**src/rtl/core/lss_pkg.sv**
```systemverilog
// shared types and codes for the link session supervisor
`timescale 1ns / 1ps

package lss_pkg;

	// field widths
	localparam int EVENT_W   = 5;
	localparam int ACTION_W  = 4;
	localparam int PHASE_W   = 3;
	localparam int ATTEMPT_W = 4;
	localparam int REASON_W  = 2;

	// phase codes
	localparam logic [PHASE_W-1:0] PH_DISC   = 3'd0;
	localparam logic [PHASE_W-1:0] PH_CONN   = 3'd1;
	localparam logic [PHASE_W-1:0] PH_KEY    = 3'd2;
	localparam logic [PHASE_W-1:0] PH_ONLINE = 3'd3;
	localparam logic [PHASE_W-1:0] PH_REACQ  = 3'd4;
	localparam logic [PHASE_W-1:0] PH_SEVER  = 3'd5;

	// event codes
	localparam logic [EVENT_W-1:0] EVT_BREACH       = 5'd0;
	localparam logic [EVENT_W-1:0] EVT_TCP_UP       = 5'd1;
	localparam logic [EVENT_W-1:0] EVT_KEY_OK       = 5'd2;
	localparam logic [EVENT_W-1:0] EVT_KEY_UNKNOWN  = 5'd3;
	localparam logic [EVENT_W-1:0] EVT_KEY_MISMATCH = 5'd4;
	localparam logic [EVENT_W-1:0] EVT_AUTH_OK      = 5'd5;
	localparam logic [EVENT_W-1:0] EVT_AUTH_FAIL    = 5'd6;
	localparam logic [EVENT_W-1:0] EVT_PROBE_OK     = 5'd7;
	localparam logic [EVENT_W-1:0] EVT_PROBE_FAIL   = 5'd8;
	localparam logic [EVENT_W-1:0] EVT_FAIL         = 5'd9;
	localparam logic [EVENT_W-1:0] EVT_ABORT        = 5'd10;
	localparam logic [EVENT_W-1:0] EVT_CLOSE        = 5'd11;
	localparam logic [EVENT_W-1:0] EVT_TRUST        = 5'd12;
	localparam logic [EVENT_W-1:0] EVT_DECLINE      = 5'd13;
	localparam logic [EVENT_W-1:0] EVT_DROP         = 5'd14;
	localparam logic [EVENT_W-1:0] EVT_BACKOFF_EXP  = 5'd15;
	localparam logic [EVENT_W-1:0] EVT_RECONNECT_OK = 5'd16;

	// action codes
	localparam logic [ACTION_W-1:0] AC_NONE     = 4'd0;
	localparam logic [ACTION_W-1:0] AC_START    = 4'd1;
	localparam logic [ACTION_W-1:0] AC_AUTH     = 4'd2;
	localparam logic [ACTION_W-1:0] AC_WAITKEY  = 4'd3;
	localparam logic [ACTION_W-1:0] AC_FAILURE  = 4'd4;
	localparam logic [ACTION_W-1:0] AC_PROBE    = 4'd5;
	localparam logic [ACTION_W-1:0] AC_ONLINE   = 4'd6;
	localparam logic [ACTION_W-1:0] AC_TEARDOWN = 4'd7;
	localparam logic [ACTION_W-1:0] AC_BACKOFF  = 4'd8;
	localparam logic [ACTION_W-1:0] AC_SEVERED  = 4'd9;

	// failure reasons
	localparam logic [REASON_W-1:0] RS_OK       = 2'd0;
	localparam logic [REASON_W-1:0] RS_MISMATCH = 2'd1;
	localparam logic [REASON_W-1:0] RS_AUTH     = 2'd2;
	localparam logic [REASON_W-1:0] RS_NOSHELL  = 2'd3;

	// budget and counter limits
	localparam logic [ATTEMPT_W-1:0] BUDGET_RESET = 4'd6;
	localparam logic [ATTEMPT_W-1:0] ATTEMPT_MAX  = 4'd15;
	localparam logic [ATTEMPT_W-1:0] ATTEMPT_ONE  = 4'd1;
	localparam logic [ATTEMPT_W-1:0] ATTEMPT_ZERO = 4'd0;

	// session state carried between items
	typedef struct packed {
		logic [PHASE_W-1:0]   phase;
		logic [ATTEMPT_W-1:0] attempt;
		logic [REASON_W-1:0]  reason;
	} sess_state_t;

endpackage

```
**src/rtl/core/lss_step.sv**
```systemverilog
// next-state and action logic for one session event
`timescale 1ns / 1ps

module lss_step
	import lss_pkg::*;
(
	input  logic [EVENT_W-1:0]   event_code,
	input  sess_state_t          cur,
	input  logic [ATTEMPT_W-1:0] retry_budget,
	output logic [ACTION_W-1:0]  action_code,
	output sess_state_t          nxt
);

	logic [ATTEMPT_W-1:0] attempt_inc;
	logic                 give_up;

	// saturating retry count and budget check
	assign attempt_inc = (cur.attempt < ATTEMPT_MAX) ? cur.attempt + ATTEMPT_ONE : cur.attempt;
	assign give_up     = (attempt_inc >= retry_budget);

	// phase table
	always_comb begin
		nxt         = cur;
		action_code = AC_NONE;
		unique case (cur.phase)
			PH_DISC, PH_SEVER: begin
				if (event_code == EVT_BREACH) begin
					nxt.phase   = PH_CONN;
					nxt.attempt = ATTEMPT_ZERO;
					nxt.reason  = RS_OK;
					action_code = AC_START;
				end
			end
			PH_CONN: begin
				unique case (event_code)
					EVT_KEY_OK: action_code = AC_AUTH;
					EVT_KEY_UNKNOWN: begin
						nxt.phase   = PH_KEY;
						action_code = AC_WAITKEY;
					end
					EVT_KEY_MISMATCH: begin
						nxt.phase   = PH_DISC;
						nxt.reason  = RS_MISMATCH;
						action_code = AC_FAILURE;
					end
					EVT_AUTH_OK: action_code = AC_PROBE;
					EVT_AUTH_FAIL: begin
						nxt.phase   = PH_DISC;
						nxt.reason  = RS_AUTH;
						action_code = AC_FAILURE;
					end
					EVT_PROBE_OK: begin
						nxt.phase   = PH_ONLINE;
						nxt.attempt = ATTEMPT_ZERO;
						action_code = AC_ONLINE;
					end
					EVT_PROBE_FAIL: begin
						nxt.phase   = PH_DISC;
						nxt.reason  = RS_NOSHELL;
						action_code = AC_FAILURE;
					end
					EVT_FAIL: begin
						nxt.phase   = PH_DISC;
						action_code = AC_FAILURE;
					end
					EVT_ABORT, EVT_CLOSE: begin
						nxt.phase   = PH_DISC;
						action_code = AC_TEARDOWN;
					end
					default: action_code = AC_NONE;
				endcase
			end
			PH_KEY: begin
				unique case (event_code)
					EVT_TRUST: begin
						nxt.phase   = PH_CONN;
						action_code = AC_AUTH;
					end
					EVT_DECLINE, EVT_ABORT: begin
						nxt.phase   = PH_DISC;
						action_code = AC_TEARDOWN;
					end
					default: action_code = AC_NONE;
				endcase
			end
			PH_ONLINE: begin
				unique case (event_code)
					EVT_DROP, EVT_FAIL: begin
						nxt.phase   = PH_REACQ;
						nxt.attempt = ATTEMPT_ONE;
						action_code = AC_BACKOFF;
					end
					EVT_CLOSE: begin
						nxt.phase   = PH_DISC;
						action_code = AC_TEARDOWN;
					end
					default: action_code = AC_NONE;
				endcase
			end
			PH_REACQ: begin
				unique case (event_code)
					EVT_BACKOFF_EXP: action_code = AC_START;
					EVT_KEY_OK:      action_code = AC_AUTH;
					EVT_KEY_UNKNOWN: begin
						nxt.phase   = PH_KEY;
						action_code = AC_WAITKEY;
					end
					EVT_KEY_MISMATCH: begin
						nxt.phase   = PH_DISC;
						nxt.reason  = RS_MISMATCH;
						action_code = AC_FAILURE;
					end
					EVT_AUTH_OK: action_code = AC_PROBE;
					EVT_PROBE_OK, EVT_RECONNECT_OK: begin
						nxt.phase   = PH_ONLINE;
						nxt.attempt = ATTEMPT_ZERO;
						action_code = AC_ONLINE;
					end
					EVT_AUTH_FAIL, EVT_PROBE_FAIL, EVT_FAIL, EVT_DROP: begin
						if (event_code == EVT_AUTH_FAIL) begin
							nxt.reason = RS_AUTH;
						end else if (event_code == EVT_PROBE_FAIL) begin
							nxt.reason = RS_NOSHELL;
						end
						nxt.attempt = attempt_inc;
						if (give_up) begin
							nxt.phase   = PH_SEVER;
							action_code = AC_SEVERED;
						end else begin
							action_code = AC_BACKOFF;
						end
					end
					EVT_ABORT, EVT_CLOSE: begin
						nxt.phase   = PH_DISC;
						action_code = AC_TEARDOWN;
					end
					default: action_code = AC_NONE;
				endcase
			end
			default: action_code = AC_NONE;
		endcase
	end

endmodule

```
**src/rtl/core/link_session_supervisor_top.sv**
```systemverilog
// link session supervisor: input register, event logic, result register
// Usage:
//   Event items enter on in_valid/in_stall with event_code; an item is taken
//   at a clock edge with in_valid high and in_stall low. Each item yields
//   exactly one result item on out_valid/out_stall carrying action_code and
//   the phase, attempt count and reason as they stand after the event.
//   An accepted item passes the input register, then the result register,
//   which raises out_valid; the result is taken when out_stall is low.
//   Throughput is one item per cycle while out_stall is low: the session state is
//   updated in the same cycle the item moves from the input register into
//   the result register, so the next item sees it at once.
//   When the receiver holds out_stall, the result register holds, the input
//   register fills and in_stall rises while both are occupied.
//   retry_budget is written on cfg_valid/cfg_ready (always ready); the user
//   must write it only while the block is idle, which the block does not enforce.
//   Reset puts the phase at disconnected, the attempt count and reason at
//   zero, the budget at six, and empties both registers.
`timescale 1ns / 1ps

module link_session_supervisor_top
	import lss_pkg::*;
(
	input  logic                 clk,
	input  logic                 arst_n,
	input  logic                 in_valid,
	output logic                 in_stall,
	input  logic [EVENT_W-1:0]   event_code,
	output logic                 out_valid,
	input  logic                 out_stall,
	output logic [ACTION_W-1:0]  action_code,
	output logic [PHASE_W-1:0]   phase_now,
	output logic [ATTEMPT_W-1:0] attempt_now,
	output logic [REASON_W-1:0]  reason_now,
	input  logic                 cfg_valid,
	output logic                 cfg_ready,
	input  logic [ATTEMPT_W-1:0] retry_budget
);

	logic                 valid_s1;
	logic [EVENT_W-1:0]   event_s1;
	logic                 valid_s2;
	logic [ACTION_W-1:0]  action_s2;
	sess_state_t          result_s2;
	sess_state_t          state_q;
	sess_state_t          state_nxt;
	logic [ATTEMPT_W-1:0] budget_q;
	logic [ACTION_W-1:0]  action_nxt;
	logic                 adv;
	logic                 in_take;

	// handshake
	assign adv       = valid_s1 && (!valid_s2 || !out_stall);
	assign in_stall  = valid_s1 && !adv;
	assign in_take   = in_valid && !in_stall;
	assign cfg_ready = 1'b1;

	// budget register
	always_ff @(posedge clk or negedge arst_n) begin
		if (!arst_n) begin
			budget_q <= BUDGET_RESET;
		end else if (cfg_valid && cfg_ready) begin
			budget_q <= retry_budget;
		end
	end

	// input register
	always_ff @(posedge clk or negedge arst_n) begin
		if (!arst_n) begin
			valid_s1 <= 1'b0;
		end else if (in_take) begin
			valid_s1 <= 1'b1;
		end else if (adv) begin
			valid_s1 <= 1'b0;
		end
	end

	always_ff @(posedge clk) begin
		if (in_take) begin
			event_s1 <= event_code;
		end
	end

	// event logic
	lss_step u_step (
		.event_code   (event_s1),
		.cur          (state_q),
		.retry_budget (budget_q),
		.action_code  (action_nxt),
		.nxt          (state_nxt)
	);

	// session state
	always_ff @(posedge clk or negedge arst_n) begin
		if (!arst_n) begin
			state_q <= '{phase: PH_DISC, attempt: ATTEMPT_ZERO, reason: RS_OK};
		end else if (adv) begin
			state_q <= state_nxt;
		end
	end

	// result register
	always_ff @(posedge clk or negedge arst_n) begin
		if (!arst_n) begin
			valid_s2 <= 1'b0;
		end else if (adv) begin
			valid_s2 <= 1'b1;
		end else if (!out_stall) begin
			valid_s2 <= 1'b0;
		end
	end

	always_ff @(posedge clk) begin
		if (adv) begin
			action_s2 <= action_nxt;
			result_s2 <= state_nxt;
		end
	end

	assign out_valid   = valid_s2;
	assign action_code = action_s2;
	assign phase_now   = result_s2.phase;
	assign attempt_now = result_s2.attempt;
	assign reason_now  = result_s2.reason;

	// checks
	a_result_tracks_state: assert property (@(posedge clk) disable iff (!arst_n)
		adv |=> (phase_now == state_q.phase && attempt_now == state_q.attempt
			&& reason_now == state_q.reason))
		else $error("result register differs from session state");

	a_severed_phase: assert property (@(posedge clk) disable iff (!arst_n)
		(out_valid && action_code == AC_SEVERED) |-> (phase_now == PH_SEVER))
		else $error("severed action without severed phase");

	a_stall_needs_item: assert property (@(posedge clk) disable iff (!arst_n)
		in_stall |-> (valid_s1 && valid_s2 && out_stall))
		else $error("input stalled without a held item");

	a_online_clears_attempt: assert property (@(posedge clk) disable iff (!arst_n)
		(out_valid && action_code == AC_ONLINE) |-> (attempt_now == ATTEMPT_ZERO))
		else $error("online without cleared attempt count");

endmodule
```
**config.mk**
```make
export PLATFORM = sky130hd
export DESIGN_NAME = link_session_supervisor_top
export DESIGN_NICKNAME = d
export VERILOG_FILES = /design/src/rtl/core/lss_pkg.sv /design/src/rtl/core/lss_step.sv /design/src/rtl/core/link_session_supervisor_top.sv
export SDC_FILE = /design/constraint.sdc
export NUM_CORES = 1
export LEC_CHECK = 0
export BUFFER_PORTS_ARGS = -buffer_cell sky130_fd_sc_hd__buf_4
export CAP_MARGIN = 30
export CORE_ASPECT_RATIO = 1.5
export CORE_UTILIZATION = 45
export DETAILED_ROUTE_END_ITERATION = 10
export PLACE_DENSITY = 0.62
export REMOVE_ABC_BUFFERS = 1
export SYNTH_ARGS = -nofsm -noshare
export SYNTH_HDL_FRONTEND = slang
export SYNTH_SLANG_ARGS = --single-unit
export TNS_END_PERCENT = 1
```
**constraint.sdc**
```tcl
create_clock -name clk -period 4.75 [get_ports clk]
set_input_delay 0.475 -clock clk [delete_from_list [all_inputs] [get_ports clk]]
set_output_delay 0.475 -clock clk [all_outputs]
set_load 0.05 [all_outputs]
```
==> metrics.txt, run 1 <==
critical path endpoint category flop; Root Buffer clkbuf_8; cts hold-fix bufs 0; critical path class reg -> reg; Tot GR Track Use 0.208; FF-to-FF Start state_q[2]$_DFFE_PN0P_; Yosys warnings 0; antenna cells 0; Pwr Density 407 nW/um2; Fmax 402 MHz; DR WL/cell 15.5 um; Die ar. 5310 um2; Final Util 0.524; final setup fails 0; synth-to-layout area growth 11.5%; Synth cell types 59; period utilization 0.524; main flop type after synthesis edfxtp_1; layout cells sized above 1 0.203; Tightest Pin Transition 0.846 ns; status finished clean; synthesized area 2260 um2; DP Area 2430 um2; Vias/cell 5.75; Final nets 274; Skew-Pair Late Insertion Delay 0.28 ns; total power 1.03 mW; horizontal die dimension 59.9 um; total number of vias 1,851; Max FO, Critical Path 5; cells after synthesis 240; DRT Wirelength 4990 um; WP data arrival 2.66 ns; clock sink count 33; antenna violations before repair 0; CTS buffer count 5; CP peak stage delay 0.43 ns; Worst Skew 0.00542 ns; CP max-delay cell dfrtp_1; post-synthesis sequential area ratio 0.406; CTS clk-pin slew, worst paths 0.07 ns; leakage 1.05 nW; number of setup buffers added after CTS 0; largest net degree at the start of global routing 28; Final Hold Slack 0.0405 ns; Fin Setup TNS 0 ns; worst-path cell chain ha_1, nand2b_1, mux2i_1, inv_1, ha_1, or2_2, a31oi_1, o211ai_2, mux2_2; vias in the first global route 1,739; Final Hold Vio Count 0; Post-synth ARST share 0.455; row count 31; DRT antenna net count 0; htree depth 2; Core Region 4810 um2; First-pass DRT Iterations 4; Ports 30; Initial Util 0.470; Most Frequent Cell on Critical Path ha_1; number of synthesized register bits 33; critical path required time 4.92 ns; Layout fillers 482; Placer Congestion 0.854; Peak VDD IR 0.191 mV; Max Cap Violations 0; Avg Inst Size Synth 9.42 um2; Iter 0 DRT Violations 70; Worst setup SP type flop; RSZ-0062 raised after global routing no; CTS tree built; fin. max-slew vios 0; post-route cell area 2520 um2; DRC 0; first-pass GRT wire length 8140 um; worst rel slew slack 0.436; post-cts gate resize count 0; Post-synth EDFFs 18; DP HPWL 3540 um; crit path time final 2.49 ns; Setup crit start state_q[2]$_DFFE_PN0P_; IO buf count 28; hold crit path type in -> async; clock tree buffer depth 2; GRT overflow 0; Die H 88.8 um
report_power, final:
| part | internal (mW) | switching [mW] | total (mW) | leakage [nW] |
|---|---|---|---|---|
| Clock | 0.118 | 0.105 | 0.222 | 0.0445 |
| Combinational | 0.145 | 0.224 | 0.369 | 0.640 |
| Sequential | 0.359 | 0.0769 | 0.436 | 0.362 |
| Total | 0.622 | 0.405 | 1.03 | 1.05 |
worst paths after layout:
kind                                            to  slack (ns)  cells after the start
min reg2reg                budget_q[2]$_DFFE_PN1P_        0.51                      2
max                         state_q[6]$_DFFE_PN0P_        2.26                      9
min                         state_q[1]$_DFFE_PN0P_        0.04                      1
max in group asynchronous  budget_q[1]$_DFFE_PN1P_        4.45                      1
max reg2reg                 state_q[6]$_DFFE_PN0P_        2.26                      9
min in group clk             event_s1[1]$_DFFE_PP_        0.36                      1
cells in the mapped netlist (4+ instances only):
library cell	count	area (um2)
a21o_1	5	37.5
a21oi_1	8	40.0
a31oi_1	4	25.0
buf_2	8	40.0
buf_6	5	56.3
clkbuf_1	6	22.5
dfrtp_1	13	325
edfxtp_1	18	541
ha_1	5	62.6
inv_1	12	45.0
nand2_1	24	90.1
nand2b_1	11	68.8
nand3_1	7	35.0
nor2_1	10	37.5
nor2b_1	5	31.3
nor3_1	7	35.0
o21ai_0	13	65.1
o21ai_1	11	55.1
o2bb2ai_1	4	35.0
routing by layer:
layer,GRT usage,routed length (um)
met2,0.348,2480
met4,0.123,251
met1,0.247,2020
met3,0.0336,237
met5,0,0
area by class of cell:
type                       instances  area [um2]  area share
sequential                        33         918       0.364
clock buffer                       7        86.3      0.0343
timing repair buffer              28         210      0.0834
multi-input combinational        174        1170       0.463
tap                               66        82.6      0.0328
inverter                          13        48.8      0.0194
clock inverter                     1        7.51     0.00298
metrics by stage:
stage / worst slack, ns / instances
finish: 2.26 / 322
global route: 2.11 / 322
CTS: 2.27 / 322
detailed placement: 2.28 / 314
global placement: 2.30 / 314
floorplan: 2.52 / 220
sequential cells by signal, summed over array words and instances (netlist names):
register     flops
action_code      4
attempt_now      4
budget_q         4
event_s1         5
out_valid        1
phase_now        3
reason_now       2
state_q          9
valid_s1         1
cell families after synthesis:
group	Yosys count	synth area share
other	1	0.00166
buffers and inverters	33	0.0775
xor gates and xnor gates	4	0.0155
AOI/OAI and AO/OA	68	0.214
DFF	33	0.406
adders and majority gates	5	0.0277
and+or+nand+nor	91	0.234
muxes	5	0.0238
cell usage in the layout, fill, tap and decap left out, types with 3 or more instances in the layout:
cell,n
clkbuf_8,6
nand2b_1,11
nor2b_1,5
o21ai_0,13
nor3_1,7
a31oi_1,4
mux2_2,3
nor3b_1,3
o2bb2ai_1,4
ha_1,5
nor2_1,10
o211ai_1,3
inv_1,12
a21o_1,5
a21oi_1,8
o21ai_1,11
nand3_1,7
nand2_1,24
buf_4,28
dfrtp_1,13
o211ai_2,3
edfxtp_1,18
critical path: cells and delay by family, from the launching register on:
kind,cells,cell delay [ns]
AOI/OAI and AO/OA,2,0.30
adders and majority gates,2,0.55
buffers and inverters,1,0.10
DFF,1,0.43
muxes,2,0.55
and+or+nand+nor,2,0.46
Power figures use the tool's default switching activity.
==> inputs of run 2 (changes only) <==
Settings changed: ABC_AREA set to 1, PLACE_DENSITY 0.62 to 0.65.
Clock period 4.75 ns to 2.1 ns, I/O delays scaled along.
==> run 2 against run 1 <==
  * The flow now finishes with violations (setup timing)
  * Cell count grew 5.6%
  * Sequential share of layout area grew 0.50 points
  * Clock skew grew 0.0024 ns
  * Design area shrank 1.3%
  * Critical path depth grew 3
  * Via count shrank 3.6%
  * Highest routed layer unchanged
==> metrics.txt, run 2 <==
status complete, but fails checks; violations in the final reports setup timing; DRT Wirelength 4520 um; total number of vias 1,784; Reg power frac 0.375; Placer Congestion 0.920; leakage 1.24 nW; CP top delay family adder cells; Die ar. 4700 um2; Worst setup SP type flop; RSZ-0062 raised after global routing yes; Largest Register state_q; first-pass GRT wire length 7690 um; antenna violations before repair 0; CTS clk-pin slew, worst paths 0.07 ns; top-count cell post-synth nand2_1; main flop type after synthesis edfxtp_1; Buf/Inv on CP 1; number of setup buffers added after CTS 0; combinational share of power 0.384; post-synthesis sequential area ratio 0.462; Initial Util 0.469; WP data arrival 2.24 ns; fin. max-slew vios 0; critical path class reg -> reg; DP HPWL 3480 um; Iter 0 DRT Violations 42; Synth top area share 0.272; largest area contributor in the synthesized netlist edfxtp_1; critical path endpoint category flop; Internal 1.49 mW; Net Sw Power 0.896 mW; period utilization 1.05; Final Hold Slack 0.0991 ns; Pwr Density 959 nW/um2; Post-synth EDFFs 18; DRC 0; max FFs per register 9; DR top layer met4; GRT overflow 0; Switching Fraction 0.376; Tot GR Track Use 0.214; most frequent cells in the layout 75 x nand2_1, 36 x buf_4, 25 x nand3_1, 25 x nor2_1, 18 x edfxtp_1; Register Area 918 um2; placed cells 331; First-pass DRT Iterations 4; synthesized area 1990 um2; combined area of the multi-input logic cells 985 um2; IO buf count 28; Commonest cells post-synth 77 x nand2_1, 25 x nand3_1, 25 x nor2_1, 18 x edfxtp_1, 17 x inv_1; setup ws final -0.115 ns; Die H 83.4 um; critical path required time 2.12 ns; Synth cell types 34; Final Util 0.586; layout cells sized above 1 0.279; final setup fails 3; Avg Inst Size Synth 7.99 um2; Top Registers state_q: 9 flops, event_s1: 5 flops; total power 2.38 mW; CP peak stage delay 0.39 ns; post-place setup slack -0.162 ns; CTS tree built; Ports 30; Post-synth ARST share 0.455; horizontal die dimension 56.3 um; crit path time final 2.22 ns; Final nets 312; DR WL/cell 13.3 um; Core Region 4250 um2; DRT antenna net count 0; htree depth 2; Layout fillers 395; WL met3 135 um; Root Buffer clkbuf_8; antenna cells 0; Skew-Pair Late Insertion Delay 0.28 ns; wl on met1 1720 um; Vias/cell 5.25; most common cell after layout, fill and taps aside nand2_1; CP max-delay cell dfrtp_1; Peak VDD IR 0.806 mV; hold crit path type in -> reg; metal2 WL 2390 um; Fmax 451 MHz; Worst Skew 0.00786 ns; Max FO, Critical Path 2; synth-to-layout area growth 25.0%; Finished Layout Cells 340; row count 29; vias in the first global route 1,812; clock sink count 33; clock group share of total power 0.242; CTS buffer count 5; Most Frequent Cell on Critical Path nand2_2; largest net degree at the start of global routing 21; Max Cap Violations 0; clock tree buffer depth 2; largest cells by area after synthesis edfxtp_1 27%, dfrtp_1 16%, nand2_1 15%; cells after synthesis 249; Final Hold Vio Count 0; number of synthesized register bits 33; worst-path cell chain ha_2, nand2_2, inv_2, nand2_2, mux2_4, ha_1, a21oi_2, o21bai_1, nand2_1, nand3_1, o21ai_1, nand4_1; Yosys warnings 0
## run 2: cell count changes after synthesis, moves of 6 or more
cell      delta
nand2_1     +53
nor2_1      +15
buf_2        -7
o21ai_1      -9
nand3_1     +18
clkbuf_1     -6
nand2b_1    -11
inv_2        +9
## run 2: final cells by class
| cell class | instances | share of cell area |
|---|---|---|
| multi-input cells | 186 | 0.396 |
| well taps | 46 | 0.0232 |
| flip-flops and latches | 33 | 0.369 |
| clock buffers | 6 | 0.0292 |
| inverters | 28 | 0.0433 |
| repair buffers | 39 | 0.125 |
| clock inverters | 2 | 0.0136 |
## run 2: through the flow
stage               instance area [um2]  setup TNS [ns]
floorplan                          1980          -0.224
detailed placement                 2330          -0.331
finish                             2490          -0.208
global placement                   2330          -0.240
CTS                                2470          -0.109
global route                       2490          -0.612
## run 2: worst paths after layout
check | startpoint | endpoint | slack (ns) | cells past startpoint
max | state_q[3]$_DFFE_PN0P_ | action_code[0]$_DFFE_PP_ | -0.12 | 12
min | event_code[4] | event_s1[4]$_DFFE_PP_ | 0.1 | 1
max reg2reg | state_q[3]$_DFFE_PN0P_ | action_code[0]$_DFFE_PP_ | -0.12 | 12
min reg2reg | state_q[1]$_DFFE_PN0P_ | state_q[1]$_DFFE_PN0P_ | 0.49 | 2
max in group asynchronous | arst_n | budget_q[2]$_DFFE_PN1P_ | 1.54 | 2
min in group asynchronous | arst_n | budget_q[3]$_DFFE_PN0P_ | 0.31 | 2
## run 2: logic make-up after synthesis
family                   count (synthesis)  synth area share
other                                    1           0.00188
multiplexers                             2            0.0113
AO/OA/AOI/OAI                           28            0.0811
AND/OR/NAND/NOR                        148             0.343
flip-flops                              33             0.462
XOR/XNOR                                 2           0.00881
adder cells (fa/ha/maj)                  5            0.0314
buffers and inverters                   30            0.0604
## run 2: power by group through the flow
| stage | clock [mW] | combinational, mW | sequential [mW] |
|---|---|---|---|
| after floorplan | 0 | 0.454 | 1.06 |
| after global placement | 0 | 0.858 | 0.903 |
| after detailed placement | 0 | 0.862 | 0.905 |
| after CTS | 0.586 | 0.886 | 0.894 |
| after global routing | 0.612 | 1.00 | 0.904 |
| final | 0.576 | 0.915 | 0.893 |
## run 2: timing repair
item / in CTS / in global routing
gates cloned: 0 / 0
pin swaps: 3 / 8
gates resized for setup: 6 / 4
hold endpoints to repair: 13 / 0
hold buffers: 1 / 0
setup endpoints to repair: 3 / 3
## run 2: per-layer routing
| metal | vias up | track usage |
|---|---|---|
| li1 | 905 | - |
| met1 | 800 | 0.227 |
| met2 | 54 | 0.379 |
| met3 | 25 | 0.0389 |
| met4 | 0 | 0.133 |
| met5 | - | 0 |
